$ cat src/rtl/lpam_pkg.sv
// LED panel pixel address mapper: shared constants and types.
// Used by the channel interfaces and the top level; no dependencies.
`timescale 1ns / 1ps

package lpam_pkg;

  localparam int LEDS_PER_STRIP    = 8;
  localparam int STRIPS_PER_PANEL  = 20;
  localparam int PANELS_PER_STRAND = 2;
  localparam int STRAND_COUNT      = 3;
  localparam int MAX_PANELS        = PANELS_PER_STRAND * STRAND_COUNT;
  localparam int LEDS_PER_PANEL    = LEDS_PER_STRIP * STRIPS_PER_PANEL;
  localparam int LEDS_PER_STRAND   = LEDS_PER_PANEL * PANELS_PER_STRAND;

  localparam int POS_W      = 12;
  localparam int COLOR_W    = 8;
  localparam int STRAND_W   = 2;
  localparam int LED_W      = 9;
  localparam int GRB_W      = 24;
  localparam int PANEL_W    = 3;
  localparam int CFG_ADDR_W = 3;
  localparam int CFG_DATA_W = 3;

  typedef enum logic [CFG_ADDR_W-1:0] {
    REG_PANELS_ACROSS = 3'd0,
    REG_PANELS_DOWN   = 3'd1,
    REG_VERTICAL_MODE = 3'd2,
    REG_FLIP_X        = 3'd3,
    REG_FLIP_Y        = 3'd4
  } cfg_reg_t;

  typedef struct packed {
    logic [PANEL_W-1:0] panels_across;
    logic [PANEL_W-1:0] panels_down;
    logic               vertical_mode;
    logic               flip_x;
    logic               flip_y;
  } geom_t;

  typedef struct packed {
    logic [POS_W-1:0]   pos_x;
    logic [POS_W-1:0]   pos_y;
    logic [COLOR_W-1:0] red;
    logic [COLOR_W-1:0] green;
    logic [COLOR_W-1:0] blue;
  } pixel_t;

  typedef struct packed {
    logic                accepted;
    logic [STRAND_W-1:0] strand_sel;
    logic [LED_W-1:0]    led_index;
    logic [GRB_W-1:0]    grb_word;
  } result_t;

endpackage

$ cat src/rtl/lpam_if.sv
// Valid/ready channel interfaces for pixel requests and mapped LED results.
// Depends on lpam_pkg for field widths.
`timescale 1ns / 1ps

interface lpam_in_if;
  logic                        valid;
  logic                        ready;
  logic [lpam_pkg::POS_W-1:0]   pos_x;
  logic [lpam_pkg::POS_W-1:0]   pos_y;
  logic [lpam_pkg::COLOR_W-1:0] red;
  logic [lpam_pkg::COLOR_W-1:0] green;
  logic [lpam_pkg::COLOR_W-1:0] blue;

  modport source (output valid, pos_x, pos_y, red, green, blue, input ready);
  modport sink   (input valid, pos_x, pos_y, red, green, blue, output ready);
endinterface

interface lpam_out_if;
  logic                          valid;
  logic                          ready;
  logic                          accepted;
  logic [lpam_pkg::STRAND_W-1:0] strand_sel;
  logic [lpam_pkg::LED_W-1:0]    led_index;
  logic [lpam_pkg::GRB_W-1:0]    grb_word;

  modport source (output valid, accepted, strand_sel, led_index, grb_word, input ready);
  modport sink   (input valid, accepted, strand_sel, led_index, grb_word, output ready);
endinterface

$ cat src/rtl/led_panel_pixel_address_mapper.sv
// LED panel pixel address mapper, top level.
// Depends on lpam_pkg and the channel interfaces in lpam_if.sv.
`timescale 1ns / 1ps
//
// Usage:
//   in_px  : pixel requests (pos_x, pos_y, red, green, blue), valid/ready.
//   out_px : one result per request (accepted, strand_sel, led_index,
//            grb_word), valid/ready, in request order.
//   cfg_*  : register write port; cfg_addr selects panels_across,
//            panels_down, vertical_mode, flip_x or flip_y. Unknown indexes
//            are ignored. Write only while no request is in flight.
// Timing:
//   Pipeline: an input register, then the mapping logic into the result
//   register. Throughput is one request per cycle while the output is not stalled.
//   A rejected pixel gives accepted = 0 and all other fields zero.
// Reset:
//   Synchronous, active low. Both stages empty; geometry returns to one
//   panel across, one down, horizontal, no mirroring.
// Stall:
//   When out_px.ready is low the result holds; one more request is taken
//   into the input register, then in_px.ready drops until the result goes.

module led_panel_pixel_address_mapper (
  input  logic                                clk,
  input  logic                                rst_n,
  lpam_in_if.sink                             in_px,
  lpam_out_if.source                          out_px,
  input  logic                                cfg_we,
  input  logic [lpam_pkg::CFG_ADDR_W-1:0]     cfg_addr,
  input  logic [lpam_pkg::CFG_DATA_W-1:0]     cfg_wdata
);

  localparam int XW     = lpam_pkg::POS_W;
  localparam int NARROW = 8;
  localparam int X_LIMIT = lpam_pkg::STRIPS_PER_PANEL * (1 << lpam_pkg::PANEL_W);
  localparam int PIDX_W = 2 * lpam_pkg::PANEL_W;

  lpam_pkg::geom_t   geom_r;
  lpam_pkg::pixel_t  pix_r;
  lpam_pkg::result_t res_r;
  lpam_pkg::result_t res_nxt;
  logic              s1_valid_r;
  logic              out_valid_r;
  logic              s1_ready;
  logic              s2_ready;

  // configuration registers
  always_ff @(posedge clk) begin
    if (!rst_n) begin
      geom_r.panels_across <= 3'd1;
      geom_r.panels_down   <= 3'd1;
      geom_r.vertical_mode <= 1'b0;
      geom_r.flip_x        <= 1'b0;
      geom_r.flip_y        <= 1'b0;
    end else if (cfg_we) begin
      case (lpam_pkg::cfg_reg_t'(cfg_addr))
        lpam_pkg::REG_PANELS_ACROSS: geom_r.panels_across <= cfg_wdata;
        lpam_pkg::REG_PANELS_DOWN:   geom_r.panels_down   <= cfg_wdata;
        lpam_pkg::REG_VERTICAL_MODE: geom_r.vertical_mode <= cfg_wdata[0];
        lpam_pkg::REG_FLIP_X:        geom_r.flip_x        <= cfg_wdata[0];
        lpam_pkg::REG_FLIP_Y:        geom_r.flip_y        <= cfg_wdata[0];
        default: ;
      endcase
    end
  end

  // mapping logic
  logic [NARROW-1:0]           scr_w;
  logic [NARROW-1:0]           scr_h;
  logic [NARROW-1:0]           pw;
  logic [NARROW-1:0]           ph;
  logic [XW-1:0]               x_m;
  logic [XW-1:0]               y_m;
  logic [XW-1:0]               x_s;
  logic [XW-1:0]               y_s;
  logic [NARROW-1:0]           x8;
  logic [lpam_pkg::PANEL_W-1:0] px;
  logic [NARROW-1:0]           x_mod;
  logic [XW-4:0]               py;
  logic [2:0]                  y_mod;
  logic [PIDX_W-1:0]           pidx;
  logic                        pin;
  logic                        reject;

  always_comb begin
    pw = geom_r.vertical_mode ? NARROW'(lpam_pkg::LEDS_PER_STRIP)
                              : NARROW'(lpam_pkg::STRIPS_PER_PANEL);
    ph = geom_r.vertical_mode ? NARROW'(lpam_pkg::STRIPS_PER_PANEL)
                              : NARROW'(lpam_pkg::LEDS_PER_STRIP);
    scr_w = NARROW'({5'd0, geom_r.panels_across} * pw);
    scr_h = NARROW'({5'd0, geom_r.panels_down} * ph);
    reject = (geom_r.panels_across == '0);

    x_m = pix_r.pos_x;
    if (geom_r.flip_x) begin
      reject = reject | (pix_r.pos_x >= {4'd0, scr_w});
      x_m = {4'd0, scr_w} - 12'd1 - pix_r.pos_x;
    end
    y_m = pix_r.pos_y;
    if (geom_r.flip_y) begin
      reject = reject | (pix_r.pos_y >= {4'd0, scr_h});
      y_m = {4'd0, scr_h} - 12'd1 - pix_r.pos_y;
    end
    x_s = geom_r.vertical_mode ? y_m : x_m;
    y_s = geom_r.vertical_mode ? x_m : y_m;

    // column past eight panels can never be on the grid
    reject = reject | (x_s >= XW'(X_LIMIT));
    x8 = x_s[NARROW-1:0];
    px = '0;
    for (int k = 1; k < (1 << lpam_pkg::PANEL_W); k++) begin
      if (x8 >= NARROW'(k * lpam_pkg::STRIPS_PER_PANEL)) px = lpam_pkg::PANEL_W'(k);
    end
    x_mod = x8 - NARROW'(int'(px) * lpam_pkg::STRIPS_PER_PANEL);

    py    = (XW-3)'(y_s / lpam_pkg::LEDS_PER_STRIP);
    y_mod = 3'(y_s % lpam_pkg::LEDS_PER_STRIP);

    reject = reject | (px >= geom_r.panels_across)
                    | (py >= {6'd0, geom_r.panels_down});
    pidx = {3'd0, px} + PIDX_W'({3'd0, py[2:0]} * {3'd0, geom_r.panels_across});
    reject = reject | (pidx >= PIDX_W'(lpam_pkg::MAX_PANELS));
    pin = 1'(pidx % lpam_pkg::PANELS_PER_STRAND);

    res_nxt = '0;
    if (!reject) begin
      res_nxt.accepted   = 1'b1;
      res_nxt.strand_sel = lpam_pkg::STRAND_W'(pidx / lpam_pkg::PANELS_PER_STRAND);
      res_nxt.led_index  = lpam_pkg::LED_W'(int'(pin) * lpam_pkg::LEDS_PER_PANEL
                         + int'(x_mod) * lpam_pkg::LEDS_PER_STRIP + int'(y_mod));
      res_nxt.grb_word   = {pix_r.green, pix_r.red, pix_r.blue};
    end
  end

  // two-stage pipeline control
  assign s2_ready    = !out_valid_r || out_px.ready;
  assign s1_ready    = !s1_valid_r || s2_ready;
  assign in_px.ready = s1_ready;

  always_ff @(posedge clk) begin
    if (!rst_n) begin
      s1_valid_r  <= 1'b0;
      out_valid_r <= 1'b0;
    end else begin
      if (s1_ready) s1_valid_r  <= in_px.valid;
      if (s2_ready) out_valid_r <= s1_valid_r;
    end
  end

  always_ff @(posedge clk) begin
    if (in_px.valid && s1_ready) begin
      pix_r.pos_x <= in_px.pos_x;
      pix_r.pos_y <= in_px.pos_y;
      pix_r.red   <= in_px.red;
      pix_r.green <= in_px.green;
      pix_r.blue  <= in_px.blue;
    end
    if (s1_valid_r && s2_ready) res_r <= res_nxt;
  end

  assign out_px.valid      = out_valid_r;
  assign out_px.accepted   = res_r.accepted;
  assign out_px.strand_sel = res_r.strand_sel;
  assign out_px.led_index  = res_r.led_index;
  assign out_px.grb_word   = res_r.grb_word;

  // assertions
  a_led_range: assert property (@(posedge clk) disable iff (!rst_n)
      out_valid_r && res_r.accepted |->
        (res_r.led_index < lpam_pkg::LED_W'(lpam_pkg::LEDS_PER_STRAND))
        && (res_r.strand_sel < lpam_pkg::STRAND_W'(lpam_pkg::STRAND_COUNT)))
    else $error("mapped LED address out of range");

  a_reject_zero: assert property (@(posedge clk) disable iff (!rst_n)
      out_valid_r && !res_r.accepted |->
        (res_r.strand_sel == '0) && (res_r.led_index == '0) && (res_r.grb_word == '0))
    else $error("rejected pixel carries nonzero fields");

  a_no_overrun: assert property (@(posedge clk) disable iff (!rst_n)
      out_valid_r && !out_px.ready && s1_valid_r |-> !in_px.ready)
    else $error("input taken while both stages are full and stalled");

  a_reset_empty: assert property (@(posedge clk) disable iff (!rst_n)
      $past(!rst_n) |-> !s1_valid_r && !out_valid_r)
    else $error("pipeline not empty after reset");

endmodule

$ cat src/flat_wrapper.sv
// flat-port wrapper written by rule: the top's interface ports become plain ports
module led_panel_pixel_address_mapper_flat 
  (clk, rst_n, cfg_we, cfg_addr, cfg_wdata, in_px_valid, in_px_pos_x, in_px_pos_y, in_px_red, in_px_green, in_px_blue, in_px_ready, out_px_valid, out_px_accepted, out_px_strand_sel, out_px_led_index, out_px_grb_word, out_px_ready);
  lpam_in_if in_px_i ();
  lpam_out_if out_px_i ();
  input  logic clk;
  input  logic rst_n;
  input  logic cfg_we;
  input  logic [lpam_pkg::CFG_ADDR_W-1:0] cfg_addr;
  input  logic [lpam_pkg::CFG_DATA_W-1:0] cfg_wdata;
  input wire logic [$bits(in_px_i.valid)-1:0] in_px_valid;
  input wire logic [$bits(in_px_i.pos_x)-1:0] in_px_pos_x;
  input wire logic [$bits(in_px_i.pos_y)-1:0] in_px_pos_y;
  input wire logic [$bits(in_px_i.red)-1:0] in_px_red;
  input wire logic [$bits(in_px_i.green)-1:0] in_px_green;
  input wire logic [$bits(in_px_i.blue)-1:0] in_px_blue;
  output wire logic [$bits(in_px_i.ready)-1:0] in_px_ready;
  output wire logic [$bits(out_px_i.valid)-1:0] out_px_valid;
  output wire logic [$bits(out_px_i.accepted)-1:0] out_px_accepted;
  output wire logic [$bits(out_px_i.strand_sel)-1:0] out_px_strand_sel;
  output wire logic [$bits(out_px_i.led_index)-1:0] out_px_led_index;
  output wire logic [$bits(out_px_i.grb_word)-1:0] out_px_grb_word;
  input wire logic [$bits(out_px_i.ready)-1:0] out_px_ready;
  assign in_px_i.valid = in_px_valid;
  assign in_px_i.pos_x = in_px_pos_x;
  assign in_px_i.pos_y = in_px_pos_y;
  assign in_px_i.red = in_px_red;
  assign in_px_i.green = in_px_green;
  assign in_px_i.blue = in_px_blue;
  assign in_px_ready = in_px_i.ready;
  assign out_px_valid = out_px_i.valid;
  assign out_px_accepted = out_px_i.accepted;
  assign out_px_strand_sel = out_px_i.strand_sel;
  assign out_px_led_index = out_px_i.led_index;
  assign out_px_grb_word = out_px_i.grb_word;
  assign out_px_i.ready = out_px_ready;
  led_panel_pixel_address_mapper u_core (.clk(clk), .rst_n(rst_n), .in_px(in_px_i), .out_px(out_px_i), .cfg_we(cfg_we), .cfg_addr(cfg_addr), .cfg_wdata(cfg_wdata));
endmodule
$ cat config.mk
export PLATFORM = sky130hd
export DESIGN_NAME = led_panel_pixel_address_mapper_flat
export DESIGN_NICKNAME = d
export VERILOG_FILES = /design/src/rtl/lpam_pkg.sv /design/src/rtl/lpam_if.sv /design/src/rtl/led_panel_pixel_address_mapper.sv /design/src/flat_wrapper.sv
export SDC_FILE = /design/constraint.sdc
export NUM_CORES = 1
export LEC_CHECK = 0
export BUFFER_PORTS_ARGS = -buffer_cell sky130_fd_sc_hd__buf_4
export CAP_MARGIN = 20
export CELL_PAD_IN_SITES_DETAIL_PLACEMENT = 0
export CELL_PAD_IN_SITES_GLOBAL_PLACEMENT = 1
export CORE_ASPECT_RATIO = 0.5
export CORE_MARGIN = 1
export CORE_UTILIZATION = 40
export CTS_CLUSTER_DIAMETER = 50
export DETAILED_ROUTE_END_ITERATION = 6
export PLACE_DENSITY = 0.88
export SLEW_MARGIN = 5
export SYNTH_ARGS = -nofsm -noshare
export SYNTH_HDL_FRONTEND = slang
export SYNTH_SLANG_ARGS = --single-unit
$ cat constraint.sdc
create_clock -name clk -period 7.55 [get_ports clk]
set_clock_uncertainty 0.05 [all_clocks]
set_input_delay 1.51 -clock clk [delete_from_list [all_inputs] [get_ports clk]]
set_output_delay 1.51 -clock clk [all_outputs]
set_load 0.01 [all_outputs]
=== Word-level counts from Yosys, hierarchy flattened ===
Index checks and enable logic that the tools add are counted.

* Register bits: 95
* Bits in latches: 0
* Memory bits (writable): 0
* Bits in read-only memories: 0
* Input bits: 59
* Output and inout bits: 38
* Word-level logic and storage cells: 81
* Memories: 0

* $add $sub $neg: 8
* Multiply operators: 5
* Divide/modulo/power cells: 0
* Magnitude comparators: 13
* Equal/unequal tests: 4
* Shift operators: 0
* Mux-type cells: 16
* Bitwise operators: 6
* Reductions and logical operators: 13

{| class="wikitable"
|+ Operators by type and width
! cell !! count
|-
| 12-bit 2-to-1 mux || 4
|-
| 36-bit 2-to-1 mux || 1
|-
| 12-bit by 8-bit greater-or-equal comparator with 1-bit output || 2
|-
| 8-bit by 7-bit greater-or-equal comparator with 1-bit output, second input constant || 3
|-
| 12-bit subtractor || 2
|-
| 8-bit by 1-bit subtractor with 9-bit output, second input constant || 2
|-
| 8-bit by 6-bit greater-or-equal comparator with 1-bit output, second input constant || 2
|-
| 3-bit by 8-bit multiplier with 8-bit output || 2
|-
| 12-bit by 8-bit greater-or-equal comparator with 1-bit output, second input constant || 1
|-
| 3-bit 2-to-1 mux || 4
|-
| 5-bit 2-to-1 mux || 2
|-
| 2-bit AND reduction || 5
|-
| 9-bit by 4-bit adder with 9-bit output || 1
|-
| 9-bit adder || 1
|-
| 9-bit by 3-bit greater-or-equal comparator with 1-bit output || 1
|-
| 8-bit by 5-bit greater-or-equal comparator with 1-bit output, second input constant || 1
|-
| 8-bit greater-or-equal comparator, second input constant || 1
|-
| 3-bit by 6-bit adder with 6-bit output || 1
|-
| 3-bit by 2-bit equality test with 1-bit output, second input constant || 2
|-
| 6-bit by 3-bit greater-or-equal comparator with 1-bit output, second input constant || 1
|-
| 3-bit zero test || 2
|-
| 3-bit by 3-bit multiplier with 6-bit output || 1
|-
| 1-bit OR || 6
|-
| 6-bit subtractor || 1
|-
| other kinds (10) || 16
|}

=== Longest topological paths before layout ===
* Word-level depth: 19
* Mapped depth: 31
* Depth with buffers taken out: 29

=== Worst setup path before layout ===
No wires, ideal clock.

* Kind: flip-flop to flip-flop
* From: register u_core.geom_r[2] in the netlist's numbering
* To: register u_core.res_r (netlist bit u_core.out_px.led_index[2]) (data pin)
* Setup time: 0.131 ns
* Arrival: 6.858 ns
* Required time: 7.369 ns
* Path slack: 0.512 ns
* Stages on the path, launching flop included: 29
* Period minus slack after synthesis: 7.038 ns
* Path through: dfxtp_1 > buf_2 > buf_1 > buf_1 > nand2_1 > inv_1 > ha_1 > inv_1 > fa_1 > xnor2_1 > xor2_1 > ha_1 > nand4bb_1 > o221ai_1 > or3b_2 > mux2_2 > a221oi_1 > inv_1 > ha_1 > ha_1 > fa_1 > a211oi_1 > a41oi_1 > o21ai_0 > o2111ai_1 > a2111o_1 > a211oi_4 > buf_4 > o211a_1

* Word-level cells in the longest chain between the ends: 18

{| class="wikitable"
|+ RTL lines
! item !! RTL line !! source
|-
| start: declaration || led_panel_pixel_address_mapper.sv:38 || <nowiki>lpam_pkg::geom_t geom_r;</nowiki>
|-
| branches (longest 18 deep; another with 12-bit subtractor) || - ||
|-
| end signal: assignment || led_panel_pixel_address_mapper.sv:158 || <nowiki>if (s1_valid_r && s2_ready) res_r <= res_nxt;</nowiki>
|-
| end: declaration || led_panel_pixel_address_mapper.sv:40 || <nowiki>lpam_pkg::result_t res_r;</nowiki>
|}

Parallel ways; which one is timed is not known.
A chain may end at the register's enable or synchronous reset.

=== Worst setup path in the final report ===
* From: register u_core.geom_r[6] in the netlist's numbering
* To: register u_core.res_r (netlist bit u_core.out_px.strand_sel[1]) (data pin)

* Word-level cells in the longest chain between the ends: 17

{| class="wikitable"
|+ RTL lines
! item
|-
| branches (longest 17 deep; another with 12-bit subtractor)
|}

Parallel ways; which one is timed is not known.

==> run_results.csv <==
group,metric,value,unit
clocking,clockBufferDepth,2,
worst_setup_path,r2r_start,"u_core.geom_r[6]",
logic_synthesis,synth_seq_cells,95,
worst_setup_path,startpoint_type,"flip-flop",
global_routing,grt_pass1_wl,20890,um
logic_synthesis,synth_top_area_cell,"edfxtp_1",
power,p_leak,3.168,nW
floorplanning,rows,31,
place,place_congestion,0.8690,
floorplanning,ios,97,
route,drc,0,
cells_and_area,final_util,0.5017,
clocking,htreeDepth,3,
route,dr.pass1.iters,4,
cells_and_area,final_cells,847,
clocking,clock_latency,350,ps
global_routing,antenna_found_initial,0,
worst_setup_path,crit_path_end_kind,"flip-flop",
hold_path,hp-start,"u_core.pix_r[7]",
cells_and_area,design_area,7278,um^2
worst_setup_path,cp_data_arrival_time,7070,ps
flow_run,maxCapViolations,0,
logic_synthesis,synth_edf_count,84,
hold_path,hold_path_class,"flip-flop to flip-flop",
worst_setup_path,cp-startpoint,"u_core.geom_r[6]",
sta,finalHoldViolCount,0,
clocking,holdBufCountCts,0,
route,met3_length,594,um
route,ant_nets,0,
sta,finalSetupViolCount,0,
clocking,cts_tree,"built",
place,numPortBuffers,96,
clocking,numCtsBuffers,9,
floorplanning,core,14510,um^2
logic_synthesis,syn-cell-area,5962,um^2
sta,rsz0062_at_grt,"false",
clocking,cts_root_buffer,"clkbuf_16",
floorplanning,die_area,15430,um^2
logic_synthesis,async_flop_share,0,
route,drt_iter0_drc,267,
logic_synthesis,avgSynthCellArea,11.02,um^2
status,outcome,"finished clean",
cells_and_area,layout-drive-gt1-share,0.2049,
worst_setup_path,crit_required,7710,ps
logic_synthesis,synth_top_area_share,0.4231,
route,dr.max_layer_used,"met4",
logic_synthesis,yosysMostFrequentCell,"edfxtp_1",
sta,maxSlewHeadroom,0.4901,
place,dp_hpwl,9922,um
logic_synthesis,yosysUniqueCellTypes,63,
floorplanning,die_w,174.7,um
sta,min_period,6910,ps
route,routed_wl,12870,um
clocking,clk_transition_reported_paths,70,ps
logic_synthesis,synth_ff_type,"edfxtp_1",
place,placed_cell_area,6965,um^2
clocking,cts_resized,0,
route,m1WireLength,6432,um
sta,worstMarginPinSlew,763.8,ps
route,wl_per_cell,15.19,um
route,vias,4304,
global_routing,grt-ovfl-total,0,
worst_setup_path,crit_type,"flip-flop to flip-flop",
logic_synthesis,yosys_warnings,0,
global_routing,grt_pass1_vias,4251,
logic_synthesis,syn_inst,541,
sta,fin_crit_sh,0.9152,
clocking,cts_sinks,95,
cells_and_area,antenna_cells,0,
floorplanning,initial_utilization,0.4110,
power,p_total,1.335,mW
global_routing,grt_start_max_net_pins,39,
sta,setup_tns,0,ps
logic_synthesis,yosysSeqAreaShare,0.4600,
clocking,cts_setup_buffers,0,
place,dp.cells,830,
worst_setup_path,path_max_fanout,36,
route,vias_per_cell,5.081,
logic_synthesis,synth_area_leaders,"edfxtp_1 (42%), ha_1 (13%), and2_1 (4.0%), dfxtp_1 (3.7%), inv_1 (3.0%)",
power,peakVddDrop,0.1190,mV
worst_setup_path,reg2reg_slack,640,ps
floorplanning,dieHeight,88.33,um
sta,max_freq,0.1447,GHz
global_routing,grt.total_usage,0.1733,
cells_and_area,areaGrowthSynthToFinish,22.08,%
cells_and_area,finalNetCount,769,
logic_synthesis,synthTopCellsByCount,"edfxtp_1 (84), ha_1 (60), inv_1 (47)",
route,met2_length,5691,um
power,power.density,183.4,nW/um^2
sta,finalMaxSlewViolations,0,
-- cells in the final DEF (no fill, tap or decap), types with 5 or more instances in the layout --
| cell | instances |
|---|---|
| nand2b_1 | 5 |
| and2_1 | 37 |
| nor2_1 | 23 |
| nand3_1 | 10 |
| nor2b_1 | 10 |
| buf_4 | 102 |
| xnor2_1 | 15 |
| o211ai_1 | 5 |
| o21ai_0 | 15 |
| clkbuf_16 | 9 |
| a21o_1 | 14 |
| mux2i_1 | 11 |
| fa_1 | 6 |
| a21oi_1 | 23 |
| o211a_1 | 10 |
| edfxtp_1 | 84 |
| nand2_1 | 28 |
| dfxtp_1 | 10 |
| inv_1 | 47 |
| nor3_1 | 17 |
| a31oi_1 | 7 |
| xor2_1 | 12 |
| ha_1 | 60 |
| a221oi_1 | 5 |
-- layout make-up --
class                           instances  area [um^2]
Timing Repair Buffer                  105        825.8
Tap cell                              198        247.7
Inverter                               49        183.9
Clock inverter                          7        66.31
Clock buffer                            9        225.2
Sequential cell                        95         2744
Fill cell                            1300         7228
Multi-Input combinational cell        384         2985
-- critical path, stage by stage (launching register included) --
cell	delay, ps
dfxtp_1	560
nand2_1	190
inv_1	90
ha_1	170
inv_1	60
fa_1	600
nand3b_1	180
xnor2_1	170
ha_1	380
a21o_1	190
a311o_1	310
a31oi_1	430
mux2i_1	200
a221oi_1	320
inv_1	110
ha_1	310
ha_1	230
fa_1	430
a211oi_1	230
a41oi_1	150
o21ai_0	190
o2111ai_1	150
a2111o_1	450
a211oi_4	210
buf_12	210
and2_1	160
-- through the flow --
step                worst slack [ps]  hold WS (ps)
floorplan                      511.7         426.8
global route                   90.50         492.6
detailed placement             508.3         452.6
finish                         640.4         466.2
CTS                            456.7         469.4
global placement               700.3         451.3
-- path summary, 6_finish.rpt --
kind | end | cells after the start
max | u_core.out_px.strand_sel[1] | 25
min | u_core.out_px.grb_word[7] | 1
max reg2reg | u_core.out_px.strand_sel[1] | 25
min reg2reg | u_core.out_px.grb_word[7] | 1
-- metal layers --
layer | global-route usage | vias up
met5 | 0 | -
met4 | 0.04664 | 0
met3 | 0.03007 | 14
met2 | 0.2821 | 96
met1 | 0.2410 | 1999
li1 | - | 2195
-- state kept, by name, indices dropped and copies added (netlist names) --
name                      flops
u_core.pix_r                 48
u_core.out_px.grb_word       24
u_core.geom_r                 9
u_core.out_px.led_index       9
u_core.out_px.strand_sel      2
u_core.out_px.accepted        1
u_core.out_px.valid           1
u_core.s1_valid_r             1
-- power by group --
part	switching (mW)	leakage, nW	internal [mW]
combinational	0.146	2.10	0.133
sequential	0.0112	0.923	0.595
clock	0.218	0.142	0.232
total	0.375	3.17	0.960
-- kinds of logic after synthesis --
kind of cell / after synthesis / share of synthesized area
AO/OA/AOI/OAI: 115 / 0.1423
XOR/XNOR: 27 / 0.03966
adder cells (fa/ha/maj): 66 / 0.1461
buffers and inverters: 64 / 0.04197
flip-flops: 95 / 0.4600
multiplexers: 14 / 0.02413
other: 1 / 0.0006290
AND/OR/NAND/NOR: 159 / 0.1452
Power figures use the tool's default switching activity.
